[config.mk]
export PLATFORM = sky130hd
export DESIGN_NAME = store_path_name_encoder
export DESIGN_NICKNAME = d
export VERILOG_FILES = /design/src/hw/rtl/spne_pkg.sv /design/src/hw/rtl/spne_core.sv /design/src/hw/rtl/spne_obuf.sv /design/src/hw/rtl/store_path_name_encoder.sv
export SDC_FILE = /design/constraint.sdc
export NUM_CORES = 1
export LEC_CHECK = 0
export BUFFER_PORTS_ARGS = -buffer_cell sky130_fd_sc_hd__buf_2
export CORE_MARGIN = 8
export CORE_UTILIZATION = 50
export DETAILED_ROUTE_END_ITERATION = 10
export GPL_TIMING_DRIVEN = 0
export PLACE_DENSITY = 0.73
export SYNTH_ARGS = -nofsm -noshare
export SYNTH_HDL_FRONTEND = slang
export SYNTH_SLANG_ARGS = --single-unit
[constraint.sdc]
create_clock -name clk_i -period 12.01 [get_ports clk_i]
set_input_delay 2.402 -clock clk_i [delete_from_list [all_inputs] [get_ports clk_i]]
set_output_delay 2.402 -clock clk_i [all_outputs]
set_load 0.01 [all_outputs]
[src/hw/rtl/spne_pkg.sv]
package spne_pkg;

  // Most encoded bytes that one input byte can release.
  localparam int unsigned MaxOut = 5;

  // Width of the maximum length register.
  localparam int unsigned MaxLenW = 10;

  // Configuration register indexes.
  localparam logic CfgEncodeDirs = 1'b0;
  localparam logic CfgMaxLength  = 1'b1;

  // Configuration reset values.
  localparam logic               EncodeDirsRst = 1'b1;
  localparam logic [MaxLenW-1:0] MaxLengthRst  = 10'd120;

  // Bytes 0..127 that pass through unchanged, bit n for byte n.
  localparam logic [127:0] PlainMask = {32'h2fffffff, 32'h68000001, 32'h2bff3bfa, 32'h00000001};

  // Bytes 64..95 that fold to an underscore pair, bit n for byte 64 + n.
  localparam logic [31:0] FoldMask = 32'h87fffffe;

  localparam logic [7:0] ChTilde = 8'h7e;

  // Encoded bytes released by one input byte, first byte in the lowest lane.
  typedef struct packed {
    logic [MaxOut-1:0][7:0] bytes;
    logic [2:0]             num;
    logic                   done;
    logic                   too_long;
  } res_t;

  function automatic logic is_plain(logic [7:0] c);
    return !c[7] && PlainMask[c[6:0]];
  endfunction

  function automatic logic is_fold(logic [7:0] c);
    return (c[7:5] == 3'd2) && FoldMask[c[4:0]];
  endfunction

  // Lowercase hex digit for one nibble.
  function automatic logic [7:0] hex_char(logic [3:0] d);
    logic [7:0] r;
    if (d < 4'd10) begin
      r = 8'h30 + {4'h0, d};
    end else begin
      r = 8'h57 + {4'h0, d};
    end
    return r;
  endfunction

  // Tilde and two hex digits, tilde in lane 0.
  function automatic logic [2:0][7:0] esc_bytes(logic [7:0] b);
    logic [2:0][7:0] r;
    r[0] = ChTilde;
    r[1] = hex_char(b[7:4]);
    r[2] = hex_char(b[3:0]);
    return r;
  endfunction

endpackage

[src/hw/rtl/spne_core.sv]
module spne_core #(
  parameter int unsigned COUNT_WIDTH = 10
) (
  input  logic                        clk_i,
  input  logic                        rst_ni,
  input  logic                        in_valid_i,
  output logic                        in_ready_o,
  input  logic [7:0]                  in_byte_i,
  input  logic                        encode_dirs_i,
  input  logic [spne_pkg::MaxLenW-1:0] max_length_i,
  input  logic                        res_free_i,
  output logic                        res_valid_o,
  output spne_pkg::res_t              res_o
);

  localparam int unsigned CmpW = (COUNT_WIDTH > spne_pkg::MaxLenW) ? COUNT_WIDTH
                                                                    : spne_pkg::MaxLenW;

  localparam logic [7:0] ChNul   = 8'h00;
  localparam logic [7:0] ChSpace = 8'h20;
  localparam logic [7:0] ChDot   = 8'h2e;
  localparam logic [7:0] ChSlash = 8'h2f;
  localparam logic [7:0] ChOne   = 8'h31;
  localparam logic [7:0] ChNine  = 8'h39;
  localparam logic [7:0] ChUnder = 8'h5f;
  localparam logic [7:0] ChA     = 8'h61;
  localparam logic [7:0] ChC     = 8'h63;
  localparam logic [7:0] ChD     = 8'h64;
  localparam logic [7:0] ChG     = 8'h67;
  localparam logic [7:0] ChH     = 8'h68;
  localparam logic [7:0] ChI     = 8'h69;
  localparam logic [7:0] ChL     = 8'h6c;
  localparam logic [7:0] ChM     = 8'h6d;
  localparam logic [7:0] ChN     = 8'h6e;
  localparam logic [7:0] ChO     = 8'h6f;
  localparam logic [7:0] ChP     = 8'h70;
  localparam logic [7:0] ChR     = 8'h72;
  localparam logic [7:0] ChT     = 8'h74;
  localparam logic [7:0] ChU     = 8'h75;
  localparam logic [7:0] ChX     = 8'h78;

  typedef enum logic [4:0] {
    ScStart, ScA, ScAu, ScThird, ScC, ScCo, ScComLpt, ScComLptN, ScL, ScLp,
    ScN, ScNu, ScP, ScPr, ScLdot, ScDot, ScH, ScHgdi, ScSpace, ScDefault
  } scan_e;

  logic                   in_valid_q;
  logic [7:0]             in_byte_q;
  scan_e                  scan_q, scan_d;
  logic [7:0]             held1_q, held1_d;
  logic [7:0]             held2_q, held2_d;
  logic [COUNT_WIDTH-1:0] count_q, count_d;

  logic [7:0]       c;
  logic             term_c;
  logic [3:0][7:0]  pre;
  logic [2:0]       pre_n;
  logic [2:0][7:0]  body;
  logic [1:0]       body_n;
  logic             redo;
  logic [55:0]      merged;
  logic [2:0]       num;
  logic [2:0]       nz;
  logic [COUNT_WIDTH:0]   sum;
  logic [COUNT_WIDTH-1:0] count_sat;
  logic             advance;

  assign c      = in_byte_q;
  assign term_c = (c == ChDot) || (c == ChSlash) || (c == ChNul);

  // Recognizer step: a prefix from the current state, then the body rule
  // when the state hands the byte on.
  always_comb begin
    pre     = '0;
    pre_n   = '0;
    body    = '0;
    body_n  = '0;
    redo    = 1'b0;
    scan_d  = scan_q;
    held1_d = held1_q;
    held2_d = held2_q;
    unique case (scan_q)
      ScStart: begin
        if (c == ChSlash) begin
          pre[0] = c;
          pre_n  = 3'd1;
        end else if (c == ChDot) begin
          pre[2:0] = spne_pkg::esc_bytes(c);
          pre_n    = 3'd3;
          scan_d   = ScLdot;
        end else if (c == ChSpace) begin
          pre[2:0] = spne_pkg::esc_bytes(c);
          pre_n    = 3'd3;
          scan_d   = ScDefault;
        end else if (c == ChA || c == ChC || c == ChL || c == ChN || c == ChP) begin
          pre[0] = c;
          pre_n  = 3'd1;
          if (c == ChA) begin
            scan_d = ScA;
          end else if (c == ChC) begin
            scan_d = ScC;
          end else if (c == ChL) begin
            scan_d = ScL;
          end else if (c == ChN) begin
            scan_d = ScN;
          end else begin
            scan_d = ScP;
          end
        end else begin
          redo = 1'b1;
        end
      end
      ScA, ScC, ScL, ScN, ScP, ScH: begin
        redo = 1'b1;
        if (scan_q == ScA && c == ChU) begin
          redo = 1'b0; scan_d = ScAu;
        end else if (scan_q == ScC && c == ChO) begin
          redo = 1'b0; scan_d = ScCo;
        end else if (scan_q == ScL && c == ChP) begin
          redo = 1'b0; scan_d = ScLp;
        end else if (scan_q == ScN && c == ChU) begin
          redo = 1'b0; scan_d = ScNu;
        end else if (scan_q == ScP && c == ChR) begin
          redo = 1'b0; scan_d = ScPr;
        end else if (scan_q == ScH && c == ChG) begin
          redo = 1'b0; scan_d = ScHgdi;
        end
        if (!redo) begin
          pre[0] = c;
          pre_n  = 3'd1;
        end
      end
      ScAu, ScNu, ScPr, ScLp, ScCo: begin
        // Third letter of a reserved name is held back until the next byte.
        redo = 1'b1;
        if ((scan_q == ScAu && c == ChX) || (scan_q == ScNu && c == ChL) ||
            (scan_q == ScPr && c == ChN) || (scan_q == ScCo && c == ChN)) begin
          redo    = 1'b0;
          held1_d = c;
          scan_d  = ScThird;
        end else if ((scan_q == ScLp && c == ChT) || (scan_q == ScCo && c == ChM)) begin
          redo    = 1'b0;
          held1_d = c;
          scan_d  = ScComLpt;
        end
      end
      ScThird: begin
        redo = 1'b1;
        if (term_c) begin
          pre[2:0] = spne_pkg::esc_bytes(held1_q);
          pre_n    = 3'd3;
        end else begin
          pre[0] = held1_q;
          pre_n  = 3'd1;
        end
      end
      ScComLpt: begin
        if (c >= ChOne && c <= ChNine) begin
          held2_d = c;
          scan_d  = ScComLptN;
        end else begin
          pre[0] = held1_q;
          pre_n  = 3'd1;
          redo   = 1'b1;
        end
      end
      ScComLptN: begin
        redo = 1'b1;
        if (term_c) begin
          pre[2:0] = spne_pkg::esc_bytes(held1_q);
          pre[3]   = held2_q;
          pre_n    = 3'd4;
        end else begin
          pre[0] = held1_q;
          pre[1] = held2_q;
          pre_n  = 3'd2;
        end
      end
      ScLdot: begin
        if (c == ChD || c == ChI) begin
          pre[0] = c;
          pre_n  = 3'd1;
          scan_d = ScHgdi;
        end else if (c == ChH) begin
          pre[0] = c;
          pre_n  = 3'd1;
          scan_d = ScH;
        end else begin
          redo = 1'b1;
        end
      end
      ScDot: begin
        if (c == ChSlash || c == ChNul) begin
          pre[2:0] = spne_pkg::esc_bytes(ChDot);
          pre[3]   = c;
          pre_n    = 3'd4;
          scan_d   = ScStart;
        end else if (c == ChD || c == ChI || c == ChH) begin
          pre[0] = ChDot;
          pre[1] = c;
          pre_n  = 3'd2;
          scan_d = (c == ChH) ? ScH : ScHgdi;
        end else begin
          pre[0] = ChDot;
          pre_n  = 3'd1;
          redo   = 1'b1;
        end
      end
      ScHgdi: begin
        if (c == ChSlash) begin
          scan_d = ScStart;
          if (encode_dirs_i) begin
            pre[0] = ChDot;
            pre[1] = ChH;
            pre[2] = ChG;
            pre[3] = c;
            pre_n  = 3'd4;
          end else begin
            pre[0] = c;
            pre_n  = 3'd1;
          end
        end else begin
          redo = 1'b1;
        end
      end
      ScSpace: begin
        if (c == ChSlash || c == ChNul) begin
          pre[2:0] = spne_pkg::esc_bytes(ChSpace);
          pre[3]   = c;
          pre_n    = 3'd4;
          scan_d   = ScStart;
        end else begin
          pre[0] = ChSpace;
          pre_n  = 3'd1;
          redo   = 1'b1;
        end
      end
      default: begin
        redo = 1'b1;
      end
    endcase

    // Component body rule.
    if (redo) begin
      scan_d = ScDefault;
      priority if (spne_pkg::is_plain(c)) begin
        body[0] = c;
        body_n  = 2'd1;
      end else if (c == ChDot) begin
        scan_d = ScDot;
      end else if (c == ChSpace) begin
        scan_d = ScSpace;
      end else if (c == ChSlash) begin
        body[0] = c;
        body_n  = 2'd1;
        scan_d  = ScStart;
      end else if (spne_pkg::is_fold(c)) begin
        body[0] = ChUnder;
        body[1] = (c == ChUnder) ? ChUnder : c + 8'h20;
        body_n  = 2'd2;
      end else begin
        body   = spne_pkg::esc_bytes(c);
        body_n = 2'd3;
      end
    end

    // The terminator starts a fresh path.
    if (c == ChNul) begin
      scan_d  = ScStart;
      held1_d = '0;
      held2_d = '0;
    end
  end

  // Append the body bytes behind the prefix.
  assign merged = 56'(pre) | (56'(body) << {pre_n, 3'b000});
  assign num    = pre_n + {1'b0, body_n};

  // Saturating length count; only the terminator is a zero byte.
  assign nz        = num - {2'b00, (c == ChNul)};
  assign sum       = {1'b0, count_q} + (COUNT_WIDTH + 1)'(nz);
  assign count_sat = sum[COUNT_WIDTH] ? '1 : sum[COUNT_WIDTH-1:0];
  assign count_d   = (c == ChNul) ? '0 : count_sat;

  // An item that releases nothing moves on even while the output drains.
  assign advance    = in_valid_q && ((num == 3'd0) || res_free_i);
  assign in_ready_o = !in_valid_q || advance;

  assign res_valid_o    = advance && (num != 3'd0);
  assign res_o.bytes    = merged[8*spne_pkg::MaxOut-1:0];
  assign res_o.num      = num;
  assign res_o.done     = (c == ChNul);
  assign res_o.too_long = (c == ChNul) &&
                          (CmpW'(count_sat) > CmpW'(max_length_i));

  // Input register and recognizer state.
  always_ff @(posedge clk_i or negedge rst_ni) begin
    if (!rst_ni) begin
      in_valid_q <= 1'b0;
      scan_q     <= ScStart;
      held1_q    <= '0;
      held2_q    <= '0;
      count_q    <= '0;
    end else begin
      if (in_ready_o) begin
        in_valid_q <= in_valid_i;
      end
      if (advance) begin
        scan_q  <= scan_d;
        held1_q <= held1_d;
        held2_q <= held2_d;
        count_q <= count_d;
      end
    end
  end

  // Input byte payload.
  always_ff @(posedge clk_i) begin
    if (in_ready_o && in_valid_i) begin
      in_byte_q <= in_byte_i;
    end
  end

endmodule

[src/hw/rtl/spne_obuf.sv]
module spne_obuf (
  input  logic           clk_i,
  input  logic           rst_ni,
  input  logic           res_valid_i,
  input  spne_pkg::res_t res_i,
  output logic           res_free_o,
  output logic           m_axis_tvalid,
  input  logic           m_axis_tready,
  output logic [7:0]     m_axis_tdata,  // out_byte
  output logic           m_axis_tlast,  // last_of_run
  output logic [1:0]     m_axis_tuser   // [0] path_done, [1] too_long
);

  logic [spne_pkg::MaxOut-1:0][7:0] bytes_q;
  logic [2:0]                       rem_q;
  logic                             done_q;
  logic                             too_long_q;
  logic                             last;
  logic                             take;

  assign last = (rem_q == 3'd1);
  assign take = m_axis_tvalid && m_axis_tready;

  // Free when empty or when the last byte leaves in this cycle.
  assign res_free_o = (rem_q == 3'd0) || (take && last);

  assign m_axis_tvalid = (rem_q != 3'd0);
  assign m_axis_tdata  = bytes_q[0];
  assign m_axis_tlast  = last;
  assign m_axis_tuser  = {too_long_q && last, done_q && last};

  // Remaining byte count.
  always_ff @(posedge clk_i or negedge rst_ni) begin
    if (!rst_ni) begin
      rem_q <= '0;
    end else if (res_valid_i) begin
      rem_q <= res_i.num;
    end else if (take) begin
      rem_q <= rem_q - 3'd1;
    end
  end

  // Byte shift register, one byte leaves per transaction.
  always_ff @(posedge clk_i) begin
    if (res_valid_i) begin
      bytes_q    <= res_i.bytes;
      done_q     <= res_i.done;
      too_long_q <= res_i.too_long;
    end else if (take) begin
      bytes_q <= {8'h00, bytes_q[spne_pkg::MaxOut-1:1]};
    end
  end

endmodule

[src/hw/rtl/store_path_name_encoder.sv]
// Store path name encoder: takes a path one byte per transaction on the
// s_axis side, a zero byte ending the path, and streams the escaped encoding
// on the m_axis side, one byte per transaction, with tlast on the last byte
// that each input byte releases and path_done/too_long in tuser on the
// emitted terminator. An input byte passes an input register, is encoded
// combinationally and lands in a five-byte output shift register; the block
// sustains one input byte per cycle while each byte releases at most one
// output byte and m_axis_tready stays high. A byte that expands to N bytes
// (up to 5) holds the input while the shift register drains, one byte a
// cycle while m_axis_tready is high; a withheld byte (part of a possible
// reserved name) releases nothing and moves on even while the output drains.
// Configuration (index 0 encode_dirs, index 1 max_length) is for the user to
// write only while idle, not enforced by the block; a write is always accepted.
module store_path_name_encoder #(
  parameter int unsigned COUNT_WIDTH = 10
) (
  input  logic       clk_i,
  input  logic       rst_ni,
  input  logic       s_axis_tvalid,
  output logic       s_axis_tready,
  input  logic [7:0] s_axis_tdata,   // in_byte
  output logic       m_axis_tvalid,
  input  logic       m_axis_tready,
  output logic [7:0] m_axis_tdata,   // out_byte
  output logic       m_axis_tlast,   // last_of_run
  output logic [1:0] m_axis_tuser,   // [0] path_done, [1] too_long
  input  logic       cfg_valid_i,
  output logic       cfg_ready_o,
  input  logic       cfg_index_i,
  input  logic [spne_pkg::MaxLenW-1:0] cfg_data_i
);

  logic                         encode_dirs_q;
  logic [spne_pkg::MaxLenW-1:0] max_length_q;
  logic                         res_valid;
  logic                         res_free;
  spne_pkg::res_t               res;

  assign cfg_ready_o = 1'b1;

  // Configuration registers.
  always_ff @(posedge clk_i or negedge rst_ni) begin
    if (!rst_ni) begin
      encode_dirs_q <= spne_pkg::EncodeDirsRst;
      max_length_q  <= spne_pkg::MaxLengthRst;
    end else if (cfg_valid_i && cfg_ready_o) begin
      unique case (cfg_index_i)
        spne_pkg::CfgEncodeDirs: encode_dirs_q <= cfg_data_i[0];
        spne_pkg::CfgMaxLength:  max_length_q  <= cfg_data_i;
        default: ;
      endcase
    end
  end

  spne_core #(
    .COUNT_WIDTH(COUNT_WIDTH)
  ) u_core (
    .clk_i        (clk_i),
    .rst_ni       (rst_ni),
    .in_valid_i   (s_axis_tvalid),
    .in_ready_o   (s_axis_tready),
    .in_byte_i    (s_axis_tdata),
    .encode_dirs_i(encode_dirs_q),
    .max_length_i (max_length_q),
    .res_free_i   (res_free),
    .res_valid_o  (res_valid),
    .res_o        (res)
  );

  spne_obuf u_obuf (
    .clk_i        (clk_i),
    .rst_ni       (rst_ni),
    .res_valid_i  (res_valid),
    .res_i        (res),
    .res_free_o   (res_free),
    .m_axis_tvalid(m_axis_tvalid),
    .m_axis_tready(m_axis_tready),
    .m_axis_tdata (m_axis_tdata),
    .m_axis_tlast (m_axis_tlast),
    .m_axis_tuser (m_axis_tuser)
  );

endmodule
Yosys cells after proc, flatten, opt, wreduce, memory -nomap -nowiden. Memory sizes are Yosys's and may differ from the RTL's. A register that Yosys moved wholly into a read port is not among the register bits. Index checks and enable logic that the tools add are counted.

Add/subtract/negate cells: 13. Magnitude comparators: 9. Equality and inequality tests: 48. Shift-type cells: 1. Mux-type cells: 130. Bitwise gates (word level): 2. Reduce and logical (&&, ||, !) cells: 60.

Operator list (number): $mux W8 (25); $mux W16 (10); $mux W24 (6); $mux W5 (28); $eq A8 B7 Y1 const B (16); $pmux W16 S6 (1); $mux W40 (2); $pmux W8 S9 (1); $eq A5 B4 Y1 const B (8); $or A32 B40 Y40 (1); $pmux W5 S8 (1); $shl A24 B6 Y40 (1); $mux W3 (13); $add A7 B4 Y8 const A (4); $mux W32 (1); $pmux W8 S4 (1); $add A6 B4 Y7 const A (4); $mux W1 (28); $pmux W3 S9 (1); $eq A8 B6 Y1 const B (3); $logic_and A1 B1 Y1 (23); $eq A5 B3 Y1 const B (4); $mux W10 (2); $logic_or A1 B1 Y1 (16); 37 further kinds (63).

Register bits after elaboration: 96. ROM bits: 160. Bits of input ports: 24. Output and inout port bits: 14. Word-level logic and storage cells: 281. Memories kept: 2.

Memories: (name not given) (words 128, bits a word 1, read ports 1, clocked after memory_dff 1, write ports 0, RTL line spne_pkg.sv:34) `return !c[7] && PlainMask[c[6:0]];`; (name not given) (words 32, bits a word 1, read ports 1, clocked after memory_dff 1, write ports 0, RTL line spne_pkg.sv:38) `return (c[7:5] == 3'd2) && FoldMask[c[4:0]];`.

Longest topological paths before layout.
Depth in word-level cells: 18. Gate-level depth with buffers: 30. Gate-level depth less buffers: 27.

Cells and area by module. From an unflattened synthesis, not the netlist that was laid out.

Cell total of the unflattened synthesis: 883. Area total of the unflattened synthesis: 7856.3 um2.

Modules (own cells, without submodules): spne_core (instances 1, cells each 734, area an instance 5427.7 um2, seq. area each 1081.0 um2); spne_obuf (instances 1, cells each 123, area an instance 1994.4 um2, seq. area each 1336.3 um2); store_path_name_encoder (instances 1, cells each 26, area an instance 434.2 um2, seq. area each 281.5 um2).

Worst setup path before layout. Ideal clock, no wire load.

Path type: reg-to-output. From: reg u_core.in_byte_q[1], in the netlist u_core.c[1]. To: out s_axis_tready. Arrival: 4.355 ns. Data required time: 9.608 ns. Path slack: 5.253 ns. Stages on the path, launching flop included: 18. Cell sequence: edfxtp_1 clkbuf_1 inv_1 ha_1 or4b_1 nand3b_4 buf_6 a31oi_1 o221ai_1 a2111oi_4 clkbuf_1 a21oi_1 ha_1 fa_1 nor2_1 nand4_1 nand2_2 or3_1.

Word-level cells in the longest chain between the ends: 16. Elaborated cells between the ends (all ways): 93.

RTL lines: start: declaration (RTL line spne_core.sv:48) `logic [7:0] in_byte_q;`; start signal: assignment (RTL line spne_core.sv:320) `in_byte_q <= in_byte_i;`; $eq A8 B7 Y1, on equally long branches (RTL line spne_core.sv:125, spne_core.sv:95); $logic_and A1 B1 Y1 or $logic_or A1 B1 Y1 (tied branches) (RTL line spne_core.sv:125, spne_core.sv:95); $mux W1 or $logic_or A1 B1 Y1 (tied branches) (RTL line spne_core.sv:125, spne_core.sv:95); $mux W1 or $logic_or A1 B1 Y1 (tied branches) (RTL line spne_core.sv:123, spne_core.sv:95); $mux W1 or $logic_or A1 B1 Y1 (tied branches) (RTL line spne_core.sv:121, spne_core.sv:95); $mux W1, on equally long branches (RTL line spne_core.sv:119, spne_core.sv:95); $mux W1, on equally long branches (RTL line spne_core.sv:117, spne_core.sv:91); $mux W1, on equally long branches (RTL line spne_core.sv:115, spne_core.sv:87); $mux W1, on equally long branches (RTL line spne_core.sv:82, spne_core.sv:84); $mux W1 or $pmux W1 S8 (tied branches) (RTL line spne_core.sv:128, spne_core.sv:82); $pmux W3 S9 or $mux W2 (tied branches) (RTL line spne_core.sv:82, spne_core.sv:244); $add A3 B2 Y3 * (RTL line spne_core.sv:277) `assign num = pre_n + {1'b0, body_n};`; $logic_not A3 Y1 * (RTL line spne_core.sv:286) `assign advance = in_valid_q && ((num == 3'd0) || res_free_i);`; $logic_or A1 B1 Y1 * (RTL line spne_core.sv:286); $logic_and A1 B1 Y1 * (RTL line spne_core.sv:286); $logic_or A1 B1 Y1 * (RTL line spne_core.sv:287) `assign in_ready_o = !in_valid_q || advance;`; end: declaration (RTL line store_path_name_encoder.sv:20) `output logic s_axis_tready,`.

Every way passes the cells marked *; elsewhere a longest branch is shown, timed or not. The select of a mux whose other input is x is not followed.

Final worst setup path. Same ends and word-level chain as after synthesis.

==> flow_metrics.tcl <==
set metrics [dict create \
    drt_pass1_iterations 8 \
    powerDensity_mw_per_mm2 323 \
    dr.max_layer_used "met4" \
    die_y_um 141 \
    hpwl_mm 20.0 \
    drt_iter0_drc 1029 \
    syn-cell-area_sq_mm 0.00785 \
    crit_type "reg -> out" \
    cts_tree "built" \
    die-area_sq_mm 0.0200 \
    synth_fp_nets 972 \
    relSlewSlack_pct 21.2 \
    vias 7608 \
    cts_htree_levels 3 \
    max_freq_ghz 0.112 \
    synth-edff-count 50 \
    ys_ff_latch 98 \
    cp-start-kind "flip-flop" \
    syn_inst 906 \
    dieWidth_um 141 \
    synth_flop_cell "edfxtp_1" \
    p_leak_nw 3.57 \
    insertion_delay_ns 0.37 \
    met3_length_mm 2.77 \
    grt_max_degree 47 \
    finalCriticalPeriod_ns 8.92 \
    initial_core_util_pct 50.3 \
    ant_nets 0 \
    finalPower_w 0.00278 \
    dp_cells 1158 \
    cts_buffers 9 \
    cts_root_buf "clkbuf_16" \
    core_area_sq_mm 0.0156 \
    gp_congestion 1.00 \
    grt_antenna_before_repair 1 \
    n_antenna_cell 0 \
    tightest_slew_ns 1.18 \
    rows 46 \
    post_drt_wl_per_cell_um 22.7 \
    finalSetupViolCount 0 \
    grt_setup_unrepaired "no" \
    via_per_inst 6.48 \
    wl_met1_mm 11.5 \
    irDropWorstVdd_mv 0.173 \
    setup_tns_ns 0 \
    cts_setup_buffers 0 \
    post-route-drc-count 0 \
    worstPathMaxFanout 10 \
    clock_skew_ns 0.0164 \
    synth.area.top_cells "edfxtp_1, dfrtp_1, ha_1, nand2_1, o21ai_0" \
    stdcell_count 1174 \
    avgSynthCellArea_sq_um 8.67 \
    yosysTopAreaCell "edfxtp_1" \
    syn_to_final_growth_pct 9.83 \
    first_global_vias 7378 \
    grt_remaining_overflow 0 \
    min_path_type "reg -> reg" \
    synth_cell_types 94 \
    status "completed" \
    cp.arrival_ns 6.52 \
    yosysTopAreaCellShare_pct 19.1 \
    cts_sinks 98 \
    r2r_slack_ns 3.52 \
    clockBufferDepth 2 \
    clk_pin_slew_ns 0.07 \
    ys_async_sr_fraction_pct 46.9 \
    cts.repair.resized 0 \
    timing.final.crit_share_pct 74.3 \
    fill_cells 1459 \
    num_io_pins 38 \
    yosys_warnings 0 \
    hold_viol 0 \
    cts_hold_buf 0 \
    ys_seq_area_share_pct 34.4 \
    layout-drive-gt1-share_pct 15.2 \
    maxSlewViolCount 0 \
    end_kind "output port" \
    grt_pass1_wl_mm 41.8 \
    finalNetCount 1019 \
    grt_usage_pct 26.9 \
    met2WireLength_mm 11.3 \
    io_buffers 36 \
    required_ns 9.61 \
    drv_cap 0 \
    routed_wl_mm 26.6 \
]
==> kinds of logic after synthesis <==
kind of cell | Yosys count | synth area share, %
mux | 34 | 4.75
flops | 98 | 34.4
other cells | 1 | 0.0478
compound gates | 263 | 23.1
fa+ha+maj | 42 | 6.88
buf+inv | 104 | 6.05
xor+xnor | 10 | 1.12
simple gates | 354 | 23.7
==> critical path, stage by stage (launching register included) <==
cell and delay, ns:
edfxtp_1 0.46, clkbuf_1 0.31, inv_1 0.31, ha_1 0.36, or4b_1 0.55, nand3b_4 0.20
buf_6 0.16, a31oi_1 0.30, o221ai_1 0.23, a2111oi_4 0.81, clkbuf_1 0.64, a21oi_1 0.19
ha_1 0.27, fa_1 0.54, nor2_1 0.07, nand4_1 0.12, nand2_2 0.10, or3_1 0.36
buf_2 0.15
==> area by class of cell <==
type	count	area (sq um)	area share (%)
Clock inverter	6	68.8	0.798
Timing Repair Buffer	36	180	2.09
Multi-Input combinational cell	704	4680	54.3
Buffer	65	327	3.79
Clock buffer	10	250	2.90
Sequential cell	98	2700	31.3
Tap cell	216	270	3.13
Inverter	39	149	1.73
==> state kept, by name, summed over array words and instances (netlist names), 3 cells and up, named ones only <==
signal	count
u_obuf.bytes_q	32
max_length_q	10
u_core.count_q	10
u_core.c	8
u_core.held1_q	8
u_core.held2_q	8
u_obuf.m_axis_tdata	8
u_core.scan_q	5
u_obuf.rem_q	3
==> stage by stage <==
stage          area (sq um)  hold WS (ns)  util [%]  worst slack (ns)
4_1_cts                8620         0.506      55.3              3.26
2_1_floorplan          7850         0.453         -              5.25
6_report               8620         0.511      55.3              3.09
3_5_place_dp           8310         0.480      53.2              3.66
5_1_grt                8620         0.525      55.3              2.74
3_3_place_gp           8300         0.466      53.2              3.60
==> synth_stat cells (12+ instances only) <==
cell and number:
nand2b_1 14, mux2_2 22, a21o_1 13, a31oi_1 14, nor2_1 77, nor3_1 26, buf_2 23, inv_1 35
clkbuf_1 27, o21ai_0 61, ha_1 40, a21oi_1 50, dfrtp_1 41, edfxtp_1 50, o22ai_1 12, nor2b_1 18
nand3_1 21, o21a_1 12, nand2_1 102
==> layout by cell type (no fill, tap or decap), types with 8 or more instances in the layout <==
master	instances
mux2i_1	11
clkbuf_16	10
nand2b_1	14
ha_1	40
a21oi_1	50
nand2_1	101
nor2_1	77
nor2b_1	18
and2_1	11
dfrtp_1	41
o21ai_0	61
clkbuf_1	27
buf_4	10
nand3_1	21
nor3_1	26
o221ai_1	9
a21o_1	13
inv_1	35
nand3b_1	10
o22ai_1	12
buf_2	59
and3_1	9
edfxtp_1	50
xnor2_1	8
or3_1	9
o21a_1	12
a31oi_1	14
mux2_2	22
==> routing by layer <==
metal	track usage [%]	vias up
li1	-	3462
met2	39.9	434
met5	0	-
met1	36.2	3644
met4	11.8	0
met3	7.26	68
==> final timing paths <==
kind                                 start                end  depth (start not counted)
max                            u_core.c[1]      s_axis_tready                         18
min                        max_length_q[9]    max_length_q[9]                          1
max reg2reg                    u_core.c[1]  u_obuf.too_long_q                         29
min reg2reg                max_length_q[9]    max_length_q[9]                          1
min in group asynchronous           rst_ni   u_core.scan_q[3]                          1
max in group asynchronous           rst_ni  u_core.held1_q[5]                          1
==> report_power, final <==
part / leakage [nW] / internal [W] / switching (W) / total (W)
combinational: 2.32 / 0.000655 / 0.00118 / 0.00183
clock: 0.152 / 0.000159 / 0.000149 / 0.000308
sequential: 1.10 / 0.000551 / 0.0000890 / 0.000640
Power figures use the tool's default switching activity.
